==> src/rtl/sstf_pkg.sv <==
// Package for the shortest-seek-time-first disk request scheduler.
// Holds the beat types, event and result codes and register indexes.
// No dependencies.
`timescale 1ns / 1ps

package sstf_pkg;

  localparam int unsigned TrackW   = 10;
  localparam int unsigned ReqW     = 4;
  localparam int unsigned CountW   = 5;
  localparam int unsigned CfgDataW = 5;
  localparam int unsigned CfgIdxW  = 1;

  // Event codes carried in an input beat.
  typedef enum logic [0:0] {
    OP_SUBMIT = 1'b0,
    OP_DONE   = 1'b1
  } op_e;

  // Result kinds.
  typedef enum logic [1:0] {
    KIND_SERVICE    = 2'd0,
    KIND_NO_SERVICE = 2'd1,
    KIND_REJECTED   = 2'd2
  } kind_e;

  // Configuration register indexes.
  typedef enum logic [CfgIdxW-1:0] {
    CFG_QUEUE_CAPACITY  = 1'b0,
    CFG_REQUESTER_TOTAL = 1'b1
  } cfg_reg_e;

  typedef struct packed {
    op_e               op;
    logic [ReqW-1:0]   requester;
    logic [TrackW-1:0] track;
  } in_t;

  typedef struct packed {
    kind_e             kind;
    logic [ReqW-1:0]   served_requester;
    logic [TrackW-1:0] served_track;
    logic              last;
  } result_t;

endpackage

==> src/rtl/sstf_disk_request_scheduler.sv <==
// Top level of the shortest-seek-time-first disk request scheduler.
// Depends on sstf_pkg and sstf_ram.
`timescale 1ns / 1ps

// Usage.
// An event beat (in_i) is taken at a rising edge where start_i is high and
// busy_o is low. A submit beat parks a track request in the requester's slot;
// a done beat lowers the active requester count. After each event the block
// serves the nearest pending request (ties to the lowest requester) as long as
// the queue is not empty and holds at least min(active count, queue capacity) requests.
// Each result beat is shown on result_o for exactly one cycle, flagged by
// result_valid_o, and the final beat of an event has last set. The receiver
// cannot stall; each service is held inside until it is known whether it is the last.
// A rejected submit gives its single result in the cycle after the accepting
// edge and the block stays ready. Any other event keeps busy_o high through
// the check, scan and finish states, and every service sweeps all slots of
// the track RAM through its one read port, one slot per cycle, with a
// registered read.
// Configuration writes (cfg_we_i, cfg_idx_i, cfg_wdata_i) take effect at the
// edge; writing the requester total also reloads the active count.
// Reset clears all pending slots, the head position and the queue count, and
// sets the capacity and active count to 16. The track RAM is not cleared: a
// slot's track is only used while its pending bit is set.
module sstf_disk_request_scheduler #(
  parameter int unsigned MAX_REQUESTERS = 16,
  parameter int unsigned TRACK_LIMIT    = 1000
) (
  input  logic                            clk_i,
  input  logic                            rst_ni,
  input  logic                            start_i,
  output logic                            busy_o,
  input  sstf_pkg::in_t                   in_i,
  output logic                            result_valid_o,
  output sstf_pkg::result_t               result_o,
  input  logic                            cfg_we_i,
  input  logic [sstf_pkg::CfgIdxW-1:0]    cfg_idx_i,
  input  logic [sstf_pkg::CfgDataW-1:0]   cfg_wdata_i
);

  localparam int unsigned IdxW = (MAX_REQUESTERS > 1) ? $clog2(MAX_REQUESTERS) : 1;
  localparam int unsigned CntW = IdxW + 1;
  localparam logic [CntW-1:0] SlotCount = CntW'(MAX_REQUESTERS);
  localparam logic [IdxW-1:0] LastSlot  = IdxW'(MAX_REQUESTERS - 1);

  // Sequencer states, one-hot.
  typedef enum logic [3:0] {
    ST_IDLE   = 4'b0001,
    ST_CHECK  = 4'b0010,
    ST_SCAN   = 4'b0100,
    ST_FINISH = 4'b1000
  } state_e;

  state_e state_q, state_d;

  logic [MAX_REQUESTERS-1:0]         pending_q, pending_d;
  logic [sstf_pkg::CountW-1:0]       pending_cnt_q, pending_cnt_d;
  logic [sstf_pkg::CountW-1:0]       active_q, active_d;
  logic [sstf_pkg::CountW-1:0]       capacity_q, capacity_d;
  logic [sstf_pkg::TrackW-1:0]       head_q, head_d;
  logic [sstf_pkg::ReqW-1:0]         req_q, req_d;

  // Scan of the track RAM.
  logic [CntW-1:0]                   scan_cnt_q, scan_cnt_d;
  logic                              rd_vld_q, rd_vld_d;
  logic [IdxW-1:0]                   rd_idx_q, rd_idx_d;
  logic                              found_q, found_d;
  logic [IdxW-1:0]                   best_idx_q, best_idx_d;
  logic [sstf_pkg::TrackW-1:0]       best_dist_q, best_dist_d;
  logic [sstf_pkg::TrackW-1:0]       best_trk_q, best_trk_d;

  // The latest service is held back until we know whether it is the last one.
  logic                              hold_vld_q, hold_vld_d;
  sstf_pkg::result_t                 hold_q, hold_d;

  logic                              result_valid_q, result_valid_d;
  sstf_pkg::result_t                 result_q, result_d;

  logic                              ram_we;
  logic [IdxW-1:0]                   ram_raddr;
  logic [sstf_pkg::TrackW-1:0]       ram_rdata;

  logic [IdxW-1:0]                   req_idx;
  logic                              req_ok;
  logic                              slot_busy;
  logic                              reject;
  logic [sstf_pkg::CountW-1:0]       serve_limit;
  logic                              must_serve;
  logic [sstf_pkg::TrackW-1:0]       seek_dist;

  assign req_idx   = IdxW'(in_i.requester);
  assign req_ok    = 32'(in_i.requester) < MAX_REQUESTERS;
  assign slot_busy = req_ok && pending_q[req_idx];
  assign reject    = !req_ok || (32'(in_i.track) >= TRACK_LIMIT) ||
                     (pending_cnt_q >= capacity_q) || slot_busy;

  // Serving goes on while the queue is not empty and has not dropped below
  // the smaller of the active count and the capacity.
  assign serve_limit = (active_q < capacity_q) ? active_q : capacity_q;
  assign must_serve  = (pending_cnt_q != '0) && !(pending_cnt_q < serve_limit);

  assign seek_dist = (ram_rdata > head_q) ? (ram_rdata - head_q) : (head_q - ram_rdata);

  assign ram_raddr = scan_cnt_q[IdxW-1:0];

  sstf_ram #(
    .Width(sstf_pkg::TrackW),
    .Depth(MAX_REQUESTERS)
  ) u_track_ram (
    .clk_i  (clk_i),
    .we_i   (ram_we),
    .waddr_i(req_idx),
    .wdata_i(in_i.track),
    .raddr_i(ram_raddr),
    .rdata_o(ram_rdata)
  );

  always_comb begin
    state_d        = state_q;
    pending_d      = pending_q;
    pending_cnt_d  = pending_cnt_q;
    active_d       = active_q;
    capacity_d     = capacity_q;
    head_d         = head_q;
    req_d          = req_q;
    scan_cnt_d     = scan_cnt_q;
    rd_vld_d       = rd_vld_q;
    rd_idx_d       = rd_idx_q;
    found_d        = found_q;
    best_idx_d     = best_idx_q;
    best_dist_d    = best_dist_q;
    best_trk_d     = best_trk_q;
    hold_vld_d     = hold_vld_q;
    hold_d         = hold_q;
    result_valid_d = 1'b0;
    result_d       = result_q;
    ram_we         = 1'b0;

    unique case (state_q)
      ST_IDLE: begin
        if (start_i) begin
          req_d = in_i.requester;
          if (in_i.op == sstf_pkg::OP_SUBMIT) begin
            if (reject) begin
              result_valid_d            = 1'b1;
              result_d.kind             = sstf_pkg::KIND_REJECTED;
              result_d.served_requester = in_i.requester;
              result_d.served_track     = head_q;
              result_d.last             = 1'b1;
            end else begin
              pending_d[req_idx] = 1'b1;
              pending_cnt_d      = pending_cnt_q + 1'b1;
              ram_we             = 1'b1;
              state_d            = ST_CHECK;
            end
          end else begin
            if (active_q != '0) begin
              active_d = active_q - 1'b1;
            end
            state_d = ST_CHECK;
          end
        end
      end

      ST_CHECK: begin
        if (must_serve) begin
          if (hold_vld_q) begin
            result_valid_d = 1'b1;
            result_d       = hold_q;
            result_d.last  = 1'b0;
          end
          hold_vld_d = 1'b0;
          scan_cnt_d = '0;
          rd_vld_d   = 1'b0;
          found_d    = 1'b0;
          state_d    = ST_SCAN;
        end else begin
          result_valid_d = 1'b1;
          if (hold_vld_q) begin
            result_d = hold_q;
          end else begin
            result_d.kind             = sstf_pkg::KIND_NO_SERVICE;
            result_d.served_requester = req_q;
            result_d.served_track     = head_q;
          end
          result_d.last = 1'b1;
          hold_vld_d    = 1'b0;
          state_d       = ST_IDLE;
        end
      end

      ST_SCAN: begin
        // Issue one slot read per cycle; compare the slot whose registered read data has returned.
        if (scan_cnt_q != SlotCount) begin
          rd_vld_d   = 1'b1;
          rd_idx_d   = scan_cnt_q[IdxW-1:0];
          scan_cnt_d = scan_cnt_q + 1'b1;
        end else begin
          rd_vld_d = 1'b0;
        end
        // A strict compare keeps the lowest index on a tie.
        if (rd_vld_q && pending_q[rd_idx_q] && (!found_q || (seek_dist < best_dist_q))) begin
          found_d     = 1'b1;
          best_idx_d  = rd_idx_q;
          best_dist_d = seek_dist;
          best_trk_d  = ram_rdata;
        end
        if (rd_vld_q && (rd_idx_q == LastSlot)) begin
          state_d = ST_FINISH;
        end
      end

      ST_FINISH: begin
        if (found_q) begin
          head_d                  = best_trk_q;
          pending_d[best_idx_q]   = 1'b0;
          pending_cnt_d           = pending_cnt_q - 1'b1;
          hold_vld_d              = 1'b1;
          hold_d.kind             = sstf_pkg::KIND_SERVICE;
          hold_d.served_requester = sstf_pkg::ReqW'(best_idx_q);
          hold_d.served_track     = best_trk_q;
          hold_d.last             = 1'b0;
        end else begin
          pending_cnt_d = '0;
        end
        state_d = ST_CHECK;
      end

      default: begin
        state_d = ST_IDLE;
      end
    endcase

    if (cfg_we_i) begin
      unique case (sstf_pkg::cfg_reg_e'(cfg_idx_i))
        sstf_pkg::CFG_QUEUE_CAPACITY:  capacity_d = cfg_wdata_i;
        sstf_pkg::CFG_REQUESTER_TOTAL: active_d   = cfg_wdata_i;
        default: begin
        end
      endcase
    end
  end

  always_ff @(posedge clk_i or negedge rst_ni) begin
    if (!rst_ni) begin
      state_q        <= ST_IDLE;
      pending_q      <= '0;
      pending_cnt_q  <= '0;
      active_q       <= sstf_pkg::CountW'(16);
      capacity_q     <= sstf_pkg::CountW'(16);
      head_q         <= '0;
      scan_cnt_q     <= '0;
      rd_vld_q       <= 1'b0;
      found_q        <= 1'b0;
      hold_vld_q     <= 1'b0;
      result_valid_q <= 1'b0;
    end else begin
      state_q        <= state_d;
      pending_q      <= pending_d;
      pending_cnt_q  <= pending_cnt_d;
      active_q       <= active_d;
      capacity_q     <= capacity_d;
      head_q         <= head_d;
      scan_cnt_q     <= scan_cnt_d;
      rd_vld_q       <= rd_vld_d;
      found_q        <= found_d;
      hold_vld_q     <= hold_vld_d;
      result_valid_q <= result_valid_d;
    end
  end

  always_ff @(posedge clk_i) begin
    req_q       <= req_d;
    rd_idx_q    <= rd_idx_d;
    best_idx_q  <= best_idx_d;
    best_dist_q <= best_dist_d;
    best_trk_q  <= best_trk_d;
    hold_q      <= hold_d;
    result_q    <= result_d;
  end

  assign busy_o         = (state_q != ST_IDLE);
  assign result_valid_o = result_valid_q;
  assign result_o       = result_q;

`ifndef ASSERT_OFF
  // The queue count always matches the number of occupied slots.
  a_count_matches_slots: assert property (@(posedge clk_i) disable iff (!rst_ni)
    32'(pending_cnt_q) == $countones(pending_q))
    else $error("queue count differs from occupied slots");

  // A result beat that is not the last one is followed by more work.
  a_more_after_not_last: assert property (@(posedge clk_i) disable iff (!rst_ni)
    (result_valid_o && !result_o.last) |-> busy_o)
    else $error("non-final result while idle");

  // The head only ever moves to an accepted track.
  a_head_in_range: assert property (@(posedge clk_i) disable iff (!rst_ni)
    32'(head_q) < TRACK_LIMIT || head_q == '0)
    else $error("head position beyond track limit");

  // A service beat always names a slot that the block has just released.
  a_service_frees_slot: assert property (@(posedge clk_i) disable iff (!rst_ni)
    (state_q == ST_FINISH && found_q) |=> !pending_q[$past(best_idx_q)])
    else $error("served slot still pending");
`endif

endmodule

==> src/rtl/sstf_ram.sv <==
// Generic single-write, single-read RAM with a registered read port.
// Used for the per-slot track store; depends on nothing.
`timescale 1ns / 1ps

module sstf_ram #(
  parameter int unsigned Width = 10,
  parameter int unsigned Depth = 16
) (
  input  logic                                 clk_i,
  input  logic                                 we_i,
  input  logic [((Depth > 1) ? $clog2(Depth) : 1)-1:0] waddr_i,
  input  logic [Width-1:0]                     wdata_i,
  input  logic [((Depth > 1) ? $clog2(Depth) : 1)-1:0] raddr_i,
  output logic [Width-1:0]                     rdata_o
);

  logic [Width-1:0] mem_q [Depth];
  logic [Width-1:0] rdata_q;

  always_ff @(posedge clk_i) begin
    if (we_i) begin
      mem_q[waddr_i] <= wdata_i;
    end
    rdata_q <= mem_q[raddr_i];
  end

  assign rdata_o = rdata_q;

endmodule
==> config.mk <==
export PLATFORM = sky130hd
export DESIGN_NAME = sstf_disk_request_scheduler
export DESIGN_NICKNAME = d
export VERILOG_FILES = /design/src/rtl/sstf_pkg.sv /design/src/rtl/sstf_disk_request_scheduler.sv /design/src/rtl/sstf_ram.sv
export SDC_FILE = /design/constraint.sdc
export NUM_CORES = 1
export LEC_CHECK = 0
export ABC_AREA = 1
export BUFFER_PORTS_ARGS = -buffer_cell sky130_fd_sc_hd__buf_2
export CAP_MARGIN = 20
export CORE_MARGIN = 2
export CORE_UTILIZATION = 45
export CTS_CLUSTER_DIAMETER = 40
export CTS_CLUSTER_SIZE = 16
export DETAILED_ROUTE_END_ITERATION = 8
export PLACE_DENSITY = 0.74
export SYNTH_ARGS = -nofsm -noshare
export SYNTH_HDL_FRONTEND = slang
export SYNTH_SLANG_ARGS = --single-unit
==> constraint.sdc <==
create_clock -name clk_i -period 4.2 [get_ports clk_i]
set_input_delay 0.42 -clock clk_i [delete_from_list [all_inputs] [get_ports clk_i]]
set_output_delay 0.42 -clock clk_i [all_outputs]
set_load 0.01 [all_outputs]
==> metrics.cfg <==
[worst_setup_path]
cp_cell_sequence = inv_1 > ha_1 > inv_1 > fa_1 > nand2_1 > nand2_1 > a21boi_0 > o21ai_0 > xor2_1 > a21oi_1 > ha_1 > nand2_1 > nor2_1 > nand3_1 > nand3_1 > nand2_1 > nand3_1 > nor2_2 > buf_12
critPathBufInv = 3
worst_setup_path_start_kind = register
cp_top_family = simple AND/OR/NAND/NOR gates
cpPeakStageDelay_ps = 410
r2r_start = head_q[0]
crit_arrival_ps = 3990
crit_path_start = head_q[0]
endpoint_kind = register
cp_slowest_cell = fa_1
path_common_cell = nand2_1
crit_fanout = 20
crit_type = register to register
cp.required_ps = 4420

[synthesis]
synth_common_cells = nand2_1 (299), edfxtp_1 (223), nor2_1 (147)
synth.mux.area_fraction = 0
syn_area_um2 = 13600
synthArstFlopShare = 0.188
ys_seq_area_frac = 0.606
synth_ff_type = edfxtp_1
postSynthAreaPerCell_um2 = 10.1
synthCells = 1345
synth_fa_ha_area_frac = 0.0452
synth_compound_area_frac = 0.101
synth_edf_count = 223
synth_area_leader_cell = edfxtp_1
synth_cell_types = 47
synth_xor_area_frac = 0.0129
synth.area.top_cells = edfxtp_1 (49%), dfrtp_1 (9.4%), nand2_1 (8.2%), o21ai_0 (4.6%), ha_1 (4.2%)
yosys_warnings = 0
synth-simple-area-share = 0.176
synth.most_common_cell = nand2_1
synthesis.nets = 1418
yosysTopAreaCellShare = 0.492
synth_top_family_by_area = simple AND/OR/NAND/NOR gates
synth.ff_latch_count = 287

[clocking]
cts_sinks = 287
clkLatencyLatePin_ps = 540
max-clock-path-buffers = 3
cts_tree = yes
htreeDepth = 2
clock-root-buffer = clkbuf_16
cts_setup_buffers = 0
cts_buffers = 36
clk_pin_slew_ps = 60

[timing]
hold_viol_final = 0
skew_ps = 32.0
min_period_over_period = 0.897
maxSlewViolCount = 0
fin_tns_setup_ps = 0
slew_headroom = 0.446
max_freq_mhz = 265
worst_slew_pin_slew_ps = 831
rsz0062_at_grt = false
post-route-min-period_ps = 3770
setup_slack_ps = 433
final-setup-viol-count = 0

[placement]
hpwl_um = 20200
pre_cts_slack_ps = 334
gp_congestion = 0.864
port_buffers = 43

[drt]
drt_iter0_markers = 1134
routed_wl_um = 31000
drc = 0
wl_per_cell_um = 17.1
via_per_inst = 5.41
first_pass_iters = 6
vias = 9806
ant_nets = 0

[global_route]
grt_pass1_wl_um = 49200
track_usage = 0.201
grt_pass1_vias = 9406
antenna_found_initial = 0
grt_max_degree = 86
grt_overflow = 0

[run]
drv_cap = 0

[final_layout]
fin_nets = 1469
antenna-diode-count = 0
area_delta_synth_final_pct = 13.3
drive_above_1_share = 0.117

[outcome]
outcome = complete, no violations

[hold_path]
min_path_type = input port to register
hp-start = cfg_wdata_i[0]

[floorplanning]
rows = 63
die_area_um2 = 31700
die_w_um = 178
initial_core_util = 0.458
die_h_um = 178
pin_count = 44
core_area_um2 = 29700

[pwr]
power_density_nw_per_um2 = 612
ir_drop_mv = 0.420
p_leak_nw = 6.19

==> repair_timing <==
| action | in CTS | in global routing |
|---|---|---|
| resized for setup | 0 | 1 |
| endpoints found under the setup margin | 0 | 20 |
| endpoints found under the hold margin | 2 | 0 |
| hold buffers | 1 | 0 |
==> cell usage in the layout (no fill, tap or decap), types with 4 or more instances in the layout <==
master	netlist	layout
inv_6	0	5
a21oi_1	29	29
o21ai_0	124	124
nor2_1	147	146
inv_8	0	4
nor2_2	3	4
a211oi_1	4	4
o22ai_1	10	10
clkbuf_1	28	4
o21ai_1	18	18
buf_4	2	16
ha_1	46	46
xor2_1	18	18
buf_2	12	43
o211ai_1	11	11
nor2_4	11	11
o221ai_1	30	30
clkinvlp_4	0	5
nand2_1	299	298
nand3_1	45	45
clkbuf_16	0	36
clkinv_8	0	4
dfrtp_1	51	50
inv_1	140	140
nand2_2	5	6
inv_2	12	12
dfxtp_1	10	10
nand4_1	28	28
clkinv_4	0	4
edfxtp_1	223	223
==> state kept, by name, indices dropped and copies added, names as in the netlist <==
register / flops
hold_q: 14
best_dist_q: 10
capacity_q: 5
req_q: 4
u_track_ram.rdata_o: 10
head_q: 10
pending_cnt_q: 5
scan_cnt_q: 5
active_q: 5
pending_q: 16
found_q: 1
best_idx_q: 4
rd_idx_q: 4
u_track_ram.mem_q: 160
result_o: 17
rd_vld_q: 1
result_valid_o: 1
best_trk_q: 10
state_q: 4
hold_vld_q: 1
==> tightest hold or removal path: stages <==
cell and delay, ps:
buf_2 100, nand2_1 50, o21ai_0 70
==> path summary, 6_finish.rpt <==
kind                                  end  slack [ps]  depth (start not counted)
min                           active_q[0]         160                          3
max reg2reg                best_dist_q[6]         430                         19
min in group asynchronous   pending_q[12]         230                          2
min reg2reg                     hold_q[6]         450                          0
max                        best_dist_q[6]         430                         19
max in group asynchronous   scan_cnt_q[0]        3060                          3
==> per-layer routing <==
layer,up-vias,track usage,share of wire
met1,4653,0.282,0.44
met5,-,0,0
met3,68,0.0326,0.074
met4,0,0.0680,0.026
met2,387,0.319,0.46
li1,4698,-,-
==> power by group <==
part | internal [W] | switching [W]
Combinational | 0.000954 | 0.00199
Clock | 0.00170 | 0.00128
Sequential | 0.00334 | 0.000166
Total | 0.00600 | 0.00344
==> logic make-up after synthesis <==
logic type	Yosys count
AO/OA/AOI/OAI	237
flip-flops	287
XOR/XNOR	20
adder cells (fa/ha/maj)	48
buffers and inverters	201
AND/OR/NAND/NOR	552
==> stage by stage <==
step	utilization	hold slack (ps)	power [W]	area (µm²)	std cells
finish	0.519	159	0.00944	15400	1812
global route	0.519	177	0.0100	15400	1812
detailed placement	0.479	219	0.00646	14200	1747
global placement	0.479	215	0.00638	14200	1747
CTS	0.519	147	0.00946	15400	1812
floorplan	-	124	0.00567	13600	1345
==> final cells by class <==
type	count	area (µm²)
Multi-Input combinational cell	857	4570
Timing Repair Buffer	61	365
Fill cell	2559	14300
Clock inverter	24	262
Tap cell	390	488
Inverter	153	574
Clock buffer	40	916
Sequential cell	287	8250
Note: power is estimated with default switching activity, not from simulation.
